`config.mk`:
```
export PLATFORM = sky130hd
export DESIGN_NAME = utf8_decoder_han_classifier_core
export DESIGN_NICKNAME = d
export VERILOG_FILES = /design/src/utf8hc_pkg.sv /design/src/utf8_decoder_han_classifier_core.sv /design/src/utf8hc_front.sv /design/src/utf8hc_jobq.sv /design/src/utf8hc_back.sv
export SDC_FILE = /design/constraint.sdc
export NUM_CORES = 1
export LEC_CHECK = 0
export BUFFER_PORTS_ARGS = -buffer_cell sky130_fd_sc_hd__buf_4
export CORE_UTILIZATION = 52
export CTS_CLUSTER_SIZE = 10
export DETAILED_ROUTE_END_ITERATION = 16
export GPL_TIMING_DRIVEN = 1
export PLACE_DENSITY = 0.72
export SETUP_SLACK_MARGIN = 0.5
export SYNTH_ARGS = -nofsm -noshare
export SYNTH_HDL_FRONTEND = slang
export SYNTH_SLANG_ARGS = --single-unit
```
`constraint.sdc`:
```
create_clock -name clk -period 5.2 [get_ports clk]
set_input_delay 0.52 -clock clk [delete_from_list [all_inputs] [get_ports clk]]
set_output_delay 0.52 -clock clk [all_outputs]
set_load 0.02 [all_outputs]
```
`src/utf8hc_pkg.sv`:
```
// ----------------------------------------------------------------------------
// utf8hc_pkg
// Shared types and helpers for the utf-8 decoder with han classification.
// ----------------------------------------------------------------------------
`default_nettype none

package utf8hc_pkg;

  localparam int CodeWidth   = 21;
  localparam int CountWidth  = 3;
  localparam int JobqDepth   = 2;

  // work handed from the front end to the back end for one accepted byte:
  // up to three lone bytes, then at most one closing character
  typedef struct packed {
    logic [2:0][7:0]        singles;
    logic [1:0]             nsingle;
    logic                   has_last;
    logic [CodeWidth-1:0]   last_code;
    logic [CountWidth-1:0]  last_cnt;
    logic                   last_han;
    logic                   last_fin;
  } job_t;

  function automatic logic is_han(input logic [CodeWidth-1:0] v);
    return v inside {
      21'h03007, [21'h0e815:21'h0e864], 21'h0fa18,
      [21'h03400:21'h04dbf], [21'h04e00:21'h09fff], [21'h0f900:21'h0faff],
      [21'h20000:21'h2a6df], [21'h2a703:21'h2b73f], [21'h2b740:21'h2b81d],
      [21'h2b825:21'h2bf6e], [21'h2c029:21'h2ce93], 21'h2d016,
      [21'h2d11b:21'h2ebd9], [21'h2f80a:21'h2fa1f], [21'h30000:21'h3134a],
      [21'h300f7:21'h31288], 21'h30edd, 21'h30ede, [21'h31350:21'h32389]
    };
  endfunction

endpackage

`default_nettype wire

```
`src/utf8_decoder_han_classifier_core.sv`:
```
// ----------------------------------------------------------------------------
// utf8_decoder_han_classifier_core
// Lenient utf-8 decoder that tags each character with a han range flag.
// ----------------------------------------------------------------------------
// input side is a queue write port: a beat moves when push is high and full
// is low, carrying in_byte and end_of_text (set on the last byte of a text).
// result side is a queue read port: while empty is low the oldest result sits
// on code_point, byte_count, han_flag and final_char, and a beat moves when
// pop is high. one input byte gives zero to four results.
// a byte is taken every cycle while the job queue has room. the front end
// decodes in the cycle the byte arrives and, if it yields results, writes
// a job into the queue; the first result shows once the back end has loaded
// that job. the back end gives out one result per cycle while pop is high,
// so a byte that breaks a sequence and yields k results holds the back end
// until all k are popped. when pop stays low results back up into the job
// queue, and full rises once it holds QUEUE_DEPTH jobs; nothing is dropped.
// synchronous reset empties the queue and drops any pending sequence.
// ----------------------------------------------------------------------------
`default_nettype none

module utf8_decoder_han_classifier_core #(
  parameter int QUEUE_DEPTH = utf8hc_pkg::JobqDepth
) (
  input  wire logic                             clk,
  input  wire logic                             rst,
  input  wire logic                             push,
  output logic                                  full,
  input  wire logic [7:0]                       in_byte,
  input  wire logic                             end_of_text,
  output logic                                  empty,
  input  wire logic                             pop,
  output logic [utf8hc_pkg::CodeWidth-1:0]      code_point,
  output logic [utf8hc_pkg::CountWidth-1:0]     byte_count,
  output logic                                  han_flag,
  output logic                                  final_char
);
  import utf8hc_pkg::*;

  job_t front_job;
  logic front_valid;
  logic take;
  job_t q_data;
  logic q_full;
  logic q_nempty;
  logic q_rd;

  assign full = q_full;
  assign take = push && !q_full;

  utf8hc_front u_front (
    .clk         (clk),
    .rst         (rst),
    .take        (take),
    .in_byte     (in_byte),
    .end_of_text (end_of_text),
    .job         (front_job),
    .job_valid   (front_valid)
  );

  utf8hc_jobq #(
    .DEPTH (QUEUE_DEPTH)
  ) u_jobq (
    .clk     (clk),
    .rst     (rst),
    .wr_en   (front_valid),
    .wr_data (front_job),
    .full    (q_full),
    .rd_en   (q_rd),
    .rd_data (q_data),
    .nempty  (q_nempty)
  );

  utf8hc_back u_back (
    .clk        (clk),
    .rst        (rst),
    .q_data     (q_data),
    .q_nempty   (q_nempty),
    .q_rd       (q_rd),
    .pop        (pop),
    .empty      (empty),
    .code_point (code_point),
    .byte_count (byte_count),
    .han_flag   (han_flag),
    .final_char (final_char)
  );

endmodule

`default_nettype wire

```
`src/utf8hc_front.sv`:
```
// ----------------------------------------------------------------------------
// utf8hc_front
// Takes one byte per beat, tracks the pending sequence and builds a job.
// ----------------------------------------------------------------------------
`default_nettype none

module utf8hc_front (
  input  wire logic              clk,
  input  wire logic              rst,
  input  wire logic              take,
  input  wire logic [7:0]        in_byte,
  input  wire logic              end_of_text,
  output utf8hc_pkg::job_t       job,
  output logic                   job_valid
);
  import utf8hc_pkg::*;

  logic [7:0]             lead;
  logic [1:0][7:0]        held;
  logic [1:0]             held_count;
  logic [2:0]             exp_len;
  logic [CodeWidth-1:0]   partial;

  logic [7:0]             lead_next;
  logic [1:0][7:0]        held_next;
  logic [1:0]             held_count_next;
  logic [2:0]             exp_len_next;
  logic [CodeWidth-1:0]   partial_next;

  logic                   is_cont;
  logic [2:0]             f_len;
  logic [4:0]             f_bits;
  logic [CodeWidth-1:0]   code;
  logic                   do_fresh;

  assign is_cont = (in_byte[7:6] == 2'b10);
  assign code    = {partial[CodeWidth-7:0], in_byte[5:0]};

  always_comb begin
    f_len  = 3'd1;
    f_bits = 5'd0;
    if (in_byte[7:5] == 3'b110) begin
      f_len  = 3'd2;
      f_bits = in_byte[4:0];
    end else if (in_byte[7:4] == 4'b1110) begin
      f_len  = 3'd3;
      f_bits = {1'b0, in_byte[3:0]};
    end else if (in_byte[7:3] == 5'b11110) begin
      f_len  = 3'd4;
      f_bits = {2'b00, in_byte[2:0]};
    end
  end

  always_comb begin
    job             = '0;
    lead_next       = lead;
    held_next       = held;
    held_count_next = held_count;
    exp_len_next    = exp_len;
    partial_next    = partial;
    do_fresh        = 1'b0;

    if (exp_len == 3'd0) begin
      do_fresh = 1'b1;
    end else if (is_cont) begin
      if ({1'b0, held_count} + 3'd2 >= exp_len) begin
        job.has_last  = 1'b1;
        job.last_code = code;
        job.last_cnt  = exp_len;
        job.last_fin  = end_of_text;
        lead_next       = '0;
        held_next       = '0;
        held_count_next = '0;
        exp_len_next    = '0;
        partial_next    = '0;
      end else if (end_of_text) begin
        job.singles   = {held[1], held[0], lead};
        job.nsingle   = held_count + 2'd1;
        job.has_last  = 1'b1;
        job.last_code = {{(CodeWidth-8){1'b0}}, in_byte};
        job.last_cnt  = 3'd1;
        job.last_fin  = 1'b1;
        lead_next       = '0;
        held_next       = '0;
        held_count_next = '0;
        exp_len_next    = '0;
        partial_next    = '0;
      end else begin
        held_next[held_count[0]] = in_byte;
        held_count_next          = held_count + 2'd1;
        partial_next             = code;
      end
    end else begin
      // broken sequence: lead and held bytes go out alone
      job.singles     = {held[1], held[0], lead};
      job.nsingle     = held_count + 2'd1;
      held_next       = '0;
      held_count_next = '0;
      do_fresh        = 1'b1;
    end

    if (do_fresh) begin
      if (f_len == 3'd1 || end_of_text) begin
        job.has_last  = 1'b1;
        job.last_code = {{(CodeWidth-8){1'b0}}, in_byte};
        job.last_cnt  = 3'd1;
        job.last_fin  = end_of_text;
        lead_next       = '0;
        held_next       = '0;
        held_count_next = '0;
        exp_len_next    = '0;
        partial_next    = '0;
      end else begin
        lead_next       = in_byte;
        held_count_next = '0;
        exp_len_next    = f_len;
        partial_next    = {{(CodeWidth-5){1'b0}}, f_bits};
      end
    end

    job.last_han = is_han(job.last_code);
  end

  assign job_valid = take && (job.nsingle != 2'd0 || job.has_last);

  always_ff @(posedge clk) begin
    if (rst) begin
      lead       <= '0;
      held       <= '0;
      held_count <= '0;
      exp_len    <= '0;
      partial    <= '0;
    end else if (take) begin
      lead       <= lead_next;
      held       <= held_next;
      held_count <= held_count_next;
      exp_len    <= exp_len_next;
      partial    <= partial_next;
    end
  end

endmodule

`default_nettype wire

```
`src/utf8hc_jobq.sv`:
```
// ----------------------------------------------------------------------------
// utf8hc_jobq
// Short job queue between the front end and the back end.
// ----------------------------------------------------------------------------
`default_nettype none

module utf8hc_jobq #(
  parameter int DEPTH = utf8hc_pkg::JobqDepth
) (
  input  wire logic              clk,
  input  wire logic              rst,
  input  wire logic              wr_en,
  input  wire utf8hc_pkg::job_t  wr_data,
  output logic                   full,
  input  wire logic              rd_en,
  output utf8hc_pkg::job_t       rd_data,
  output logic                   nempty
);
  import utf8hc_pkg::*;

  localparam int PtrW = (DEPTH > 1) ? $clog2(DEPTH) : 1;
  localparam int CntW = $clog2(DEPTH + 1);

  job_t            mem [DEPTH];
  logic [PtrW-1:0] wr_ptr;
  logic [PtrW-1:0] rd_ptr;
  logic [CntW-1:0] count;

  assign full    = (count == CntW'(DEPTH));
  assign nempty  = (count != '0);
  assign rd_data = mem[rd_ptr];

  always_ff @(posedge clk) begin
    if (wr_en) begin
      mem[wr_ptr] <= wr_data;
    end
  end

  always_ff @(posedge clk) begin
    if (rst) begin
      wr_ptr <= '0;
      rd_ptr <= '0;
      count  <= '0;
    end else begin
      if (wr_en) begin
        wr_ptr <= (wr_ptr == PtrW'(DEPTH - 1)) ? '0 : wr_ptr + PtrW'(1);
      end
      if (rd_en) begin
        rd_ptr <= (rd_ptr == PtrW'(DEPTH - 1)) ? '0 : rd_ptr + PtrW'(1);
      end
      if (wr_en && !rd_en) begin
        count <= count + CntW'(1);
      end else if (rd_en && !wr_en) begin
        count <= count - CntW'(1);
      end
    end
  end

endmodule

`default_nettype wire

```
`src/utf8hc_back.sv`:
```
// ----------------------------------------------------------------------------
// utf8hc_back
// Holds the current job and hands out its results one beat at a time.
// ----------------------------------------------------------------------------
`default_nettype none

module utf8hc_back (
  input  wire logic                             clk,
  input  wire logic                             rst,
  input  wire utf8hc_pkg::job_t                 q_data,
  input  wire logic                             q_nempty,
  output logic                                  q_rd,
  input  wire logic                             pop,
  output logic                                  empty,
  output logic [utf8hc_pkg::CodeWidth-1:0]      code_point,
  output logic [utf8hc_pkg::CountWidth-1:0]     byte_count,
  output logic                                  han_flag,
  output logic                                  final_char
);
  import utf8hc_pkg::*;

  job_t       cur;
  logic       cur_v;
  logic [1:0] idx;

  logic [2:0] total;
  logic       is_single;
  logic       last_item;
  logic       take_out;

  assign total     = {1'b0, cur.nsingle} + {2'b00, cur.has_last};
  assign is_single = (idx < cur.nsingle);
  assign last_item = ({1'b0, idx} + 3'd1 == total);
  assign take_out  = pop && cur_v;
  assign q_rd      = q_nempty && (!cur_v || (take_out && last_item));
  assign empty     = !cur_v;

  always_comb begin
    if (is_single) begin
      code_point = {{(CodeWidth-8){1'b0}}, cur.singles[idx]};
      byte_count = CountWidth'(1);
      han_flag   = 1'b0;
      final_char = 1'b0;
    end else begin
      code_point = cur.last_code;
      byte_count = cur.last_cnt;
      han_flag   = cur.last_han;
      final_char = cur.last_fin;
    end
  end

  always_ff @(posedge clk) begin
    if (rst) begin
      cur_v <= 1'b0;
      idx   <= '0;
    end else if (q_rd) begin
      cur_v <= 1'b1;
      idx   <= '0;
    end else if (take_out) begin
      if (last_item) begin
        cur_v <= 1'b0;
        idx   <= '0;
      end else begin
        idx <= idx + 2'd1;
      end
    end
  end

  always_ff @(posedge clk) begin
    if (q_rd) begin
      cur <= q_data;
    end
  end

endmodule

`default_nettype wire
```
**Word level (Yosys, flattened, before mapping)**

Memory sizes are Yosys's and may differ from the RTL's. A register that Yosys moved wholly into a read port is not among the register bits.
Index checks and enable logic that the tools add are counted.

- Register bits after elaboration: 51
- Memory bits (writable): 106
- Bits of input ports: 13
- Output and inout bits: 28
- Memories kept: 1

Memories:

| memory | words | width | read ports | clocked after Yosys merged registers in | wr ports | line | source |
|---|---|---|---|---|---|---|---|
| u_jobq.mem | 2 | 53 | 1 | 1 | 1 | utf8hc_jobq.sv:24 | `job_t mem [DEPTH];` |

- Add/subtract/negate cells: 9
- Magnitude comparators: 33
- Equality and inequality tests: 13
- Muxes and demuxes: 70
- Reduce and logical (&&, ||, !) cells: 43

Operators by type and width:

| operator | number |
|---|---|
| >= comparator 21 x 18 -> 1 bit, second input constant | 10 |
| <= comparator 21 x 18 -> 1 bit, second input constant | 10 |
| 2-to-1 mux 51 bit | 2 |
| 2-to-1 mux 25 bit | 4 |
| 2-to-1 mux 16 bit | 6 |
| 2-to-1 mux 15 bit | 5 |
| 2-to-1 mux 8 bit | 8 |
| == test 21 x 18 -> 1 bit, second input constant | 3 |
| <= comparator 21 x 16 -> 1 bit, second input constant | 3 |
| 2-to-1 mux 26 bit | 2 |
| >= comparator 21 x 16 -> 1 bit, second input constant | 2 |
| 2-to-1 mux 3 bit | 11 |
| logical AND 1 bit | 22 |
| == test 21 x 14 -> 1 bit, second input constant | 1 |
| == test 21 x 16 -> 1 bit, second input constant | 1 |
| >= comparator 21 x 14 -> 1 bit, second input constant | 1 |
| >= comparator 21 x 15 -> 1 bit, second input constant | 1 |
| <= comparator 21 x 15 -> 1 bit, second input constant | 1 |
| 2-to-1 mux 21 bit | 1 |
| nonzero test 19 bit | 1 |
| 2-to-1 mux 1 bit | 17 |
| binary-select mux 8 bit (select 2 bit) | 1 |
| bitwise mux 16 bit | 1 |
| 2-to-1 mux 2 bit | 8 |
| other kinds (29) | 46 |

**Logic depth before layout (Yosys ltp)**

- Depth after elaboration: 14
- Mapped depth: 13
- Gate-level depth less buffers: 12

**Modules after synthesis**

A second synthesis with hierarchy kept.

- Cell total of the unflattened synthesis: 875
- Area total of the unflattened synthesis: 10082.2 um2

By module, submodules not included:

| module | times used | cells each | area each (um2) |
|---|---|---|---|
| utf8hc_jobq | 1 | 187 | 4051.4 |
| utf8hc_front | 1 | 555 | 3747.3 |
| utf8hc_back | 1 | 132 | 2269.7 |
| utf8_decoder_han_classifier_core | 1 | 1 | 13.8 |

**Worst setup path before layout**

Ideal clock, no wire load.

- Path kind: register -> register
- Start point: register, netlist name u_back.cur[27]
- End point: register u_jobq.count[1]
- Data arrival time: 5.210 ns
- Slack: -0.080 ns
- Cell stages (with the launch flop): 11
- Cell sequence: edfxtp_1 ha_1 ha_1 xor2_1 nor3_1 nand2_1 a21oi_1 inv_1 ha_1 or3_1 a21oi_1

- Longest elaborated chain between the ends: 8
- Elaborated cells between the ends (all ways): 10
- Those cells by class: add/sub (1); eq/ne (1); mux (1); reduce/logical (7)

RTL lines:

| element | line | source |
|---|---|---|
| adder 2 x 1 -> 3 bit (*) | utf8hc_back.sv:31 | `assign total = {1'b0, cur.nsingle} + {2'b00, cur.has_last};` |
| == test 3 bit (*) | utf8hc_back.sv:33 | `assign last_item = ({1'b0, idx} + 3'd1 == total);` |
| logical AND 1 bit (*) | utf8hc_back.sv:35 | `assign q_rd = q_nempty && (!cur_v \|\| (take_out && last_item));` |
| logical OR 1 bit (*) | utf8hc_back.sv:35 |  |
| logical AND 1 bit (*) | utf8hc_back.sv:35 |  |
| named net q_rd | utf8_decoder_han_classifier_core.sv:45 | `logic q_rd;` |
| zero test 1 bit | utf8hc_jobq.sv:51 | `if (wr_en && !rd_en) begin` |
| logical AND 1 bit | utf8hc_jobq.sv:51 |  |
| 2-to-1 mux 2 bit or nonzero test 2 bit (tied branches) | - |  |
| to (signal assigned) | utf8hc_jobq.sv:52 | `count <= count + CntW'(1);` |
| to (signal assigned) | utf8hc_jobq.sv:54 | `count <= count - CntW'(1);` |
| to (decl) | utf8hc_jobq.sv:27 | `logic [CntW-1:0] count;` |

Mark *: on every way through the listed nets, which the timed path passes. The rest lies on a longest branch.
A chain may end at the register's enable or synchronous reset.

==> flow_metrics.py <==
metrics = {
    "die": {
        "io_pins": 41,
        "rows": 50,
        "die_w_um": 141,
        "start_util": 0.532,
        "dieArea_mm2": 0.0197,
        "core_mm2": 0.0188,
        "chipHeight_um": 141,
    },
    "clock_tree": {
        "cts_tree": "built",
        "cts_root_buffer": "clkbuf_16",
        "clock_path_buffers": 3,
        "numCtsBuffers": 25,
        "htreeDepth": 1,
        "ctsHoldBuffers": 0,
        "cts.sinks": 210,
        "cts_resized": 0,
        "insertion_delay_ps": 510,
        "clk_pin_slew_worst_paths_ps": 60,
        "post_cts_buffers": 0,
    },
    "setup_path": {
        "r2r_slack_ps": 1400,
        "crit_fanout": 22,
        "cp-end-kind": "register",
        "worst-endpoint-required_ps": 5380,
        "startpoint_type": "register",
        "critical_path_arrival_ps": 3980,
        "critPathMostFrequentCell": "a21oi_1",
        "r2r-end": "u_jobq.mem[1][20]",
        "worstSetupPathType": "register to register",
        "crit_chain": "inv_1 > ha_1 > a21oi_1 > o211ai_1 > a21oi_1 > and2_1 > o31ai_2 > nor2_4 > buf_4",
        "worst-path-buf-inv": 2,
        "slowest_stage": "a21oi_1",
        "max_stage_delay_ps": 680,
        "crit_family": "compound AO/OA/AOI/OAI gates",
        "r2r-start": "u_front.exp_len[2]",
        "ff2ff_path_depth": 9,
    },
    "power": {
        "p_per_area_mw_per_mm2": 465,
        "cellLeakagePower_nw": 3.84,
        "vdd_drop_max_mv": 0.208,
    },
    "logic_synthesis": {
        "syn_area_per_cell_um2": 11.5,
        "async_reset_ff_frac": 0,
        "synthDistinctLibCells": 88,
        "synth_top_family_by_area": "simple AND/OR/NAND/NOR gates",
        "synth_compound_area_frac": 0.111,
        "yosys.area_share.xor_xnor": 0.00878,
        "synthFlopType": "edfxtp_1",
        "synthAdderAreaFrac": 0.0100,
        "ys_warn_count": 0,
        "muxShareOfSynthArea": 0.0678,
        "synth_edf_count": 159,
        "synth-seq-cells": 210,
        "synthSimpleGateAreaFrac": 0.182,
        "postSynthCellCount": 865,
        "ys_seq_area_frac": 0.581,
        "synth_nets": 886,
        "syn_area_mm2": 0.00998,
    },
    "sta": {
        "timing.hold.ws_ps": 311,
        "worstMarginPinSlew_ps": 869,
        "setup_slack_ps": 1400,
        "period_minus_slack_ps": 3800,
        "fin_tns_setup_ps": 0,
        "rsz0062_at_grt": "no",
        "slew-limit-headroom": 0.420,
        "slew_violations": 0,
        "fmax_mhz": 263,
        "finalHoldViolCount": 0,
        "post-route-period-util": 0.731,
        "setup_viol": 0,
        "finalClockSkew_ps": 16.6,
    },
    "grt": {
        "grt_pass1_wl_um": 37800,
        "grt_pass1_vias": 6685,
        "grtUsageTotal": 0.248,
        "grt_start_max_net_pins": 57,
        "antenna_found_initial": 0,
        "gr-total-overflow": 0,
    },
    "flow_run": {
        "maxCapViolations": 0,
    },
    "place": {
        "detailed_place_hpwl_um": 16100,
        "port_buffers": 40,
        "routabilityCongestion": 0.960,
        "post-place-ws_ps": 1400,
    },
    "layout": {
        "final_common_cell": "edfxtp_1",
        "final_cell_mix": "edfxtp_1, nor2_1, a21oi_1",
        "diodes": 0,
        "fillers": 1511,
        "fin_nets": 902,
        "drive_gt1_frac": 0.189,
        "syn2layout_area_growth_pct": 11.3,
        "utilization": 0.592,
    },
    "route": {
        "wire_per_inst_um": 21.4,
        "via_per_inst": 6.24,
        "num_vias": 7071,
        "drtIter0Drc": 740,
        "drc_errors": 0,
        "drt-pass1-iter-count": 6,
        "ant_nets": 0,
        "routed_wirelength_um": 24300,
    },
    "min_path": {
        "hold_start": "end_of_text",
        "hold_depth": 1,
        "hp-class": "input port to register",
        "whs_endpoint": "u_jobq.mem[1][0]",
    },
    "run_status": {
        "outcome": "finished, final reports clean",
    },
}
## worst max-delay path by stage
stage	cells past startpoint	to	slack (ps)	from
detailed placement	9	u_jobq.mem[1][20]	1400	u_front.exp_len[2]
CTS	9	u_jobq.mem[1][20]	1380	u_front.exp_len[2]
floorplan	8	u_jobq.mem[0][0]	590	u_front.exp_len[2]
global placement	9	u_jobq.mem[1][20]	1580	u_front.exp_len[2]
finish	9	u_jobq.mem[1][20]	1400	u_front.exp_len[2]
global route	9	u_jobq.mem[1][20]	1110	u_front.exp_len[2]
## per-layer routing
layer	part of all wire	global-route usage	up-vias	wire (µm)
li1	-	-	3253	-
met1	0.45	0.364	3418	11000
met2	0.44	0.380	337	10700
met3	0.080	0.0383	63	1950
met4	0.026	0.0807	0	624
met5	0	0	-	0
## area by class of cell
type                            count  area, µm²  share of cell area
Inverter                           22       90.1             0.00811
Clock buffer                       42        689              0.0621
Sequential cell                   210       5800               0.522
Timing Repair Buffer               50        375              0.0338
Clock inverter                      4       46.3             0.00417
Multi-Input combinational cell    572       3820               0.344
Tap cell                          234        293              0.0264
## synth_stat cells (19+ instances only)
| cell type | n | area [µm²] |
|---|---|---|
| edfxtp_1 | 159 | 4770 |
| nor2_1 | 71 | 267 |
| a21oi_1 | 65 | 325 |
| nand2_1 | 61 | 229 |
| mux2_2 | 53 | 597 |
| dfxtp_1 | 51 | 1020 |
| clkbuf_1 | 40 | 150 |
| nand3_1 | 33 | 165 |
| and2_1 | 32 | 200 |
| nor2b_1 | 23 | 144 |
| nor3_1 | 21 | 105 |
| inv_1 | 20 | 75.1 |
| and3_1 | 19 | 119 |
## power breakdown
| part | switching (W) | internal, W | leakage, nW |
|---|---|---|---|
| Clock | 0.000636 | 0.000946 | 0.350 |
| Combinational | 0.000765 | 0.000464 | 1.56 |
| Sequential | 0.000100 | 0.00225 | 1.93 |
## cells by family after synthesis
group	count (synthesis)
and+or+nand+nor	333
DFF	210
AOI/OAI and AO/OA	160
buffers and inverters	83
muxes	61
xor gates and xnor gates	10
adders and majority gates	8
## stage by stage
stage,instances,area (µm²),power (W)
floorplan,865,9980,0.00319
global placement,1088,10400,0.00360
detailed placement,1088,10400,0.00362
CTS,1134,11100,0.00521
global route,1134,11100,0.00538
finish,1134,11100,0.00516
## sequential cells by signal, indices dropped and copies added (netlist names)
register,flops
u_front.held_count,2
u_back.idx,2
u_back.cur_v,1
u_front.held,16
u_jobq.wr_ptr,1
u_jobq.rd_ptr,1
u_back.cur,53
u_jobq.count,2
u_jobq.mem,106
u_front.lead,8
u_front.exp_len,3
u_front.partial,15
No activity file was read; power rests on OpenSTA's default activity.
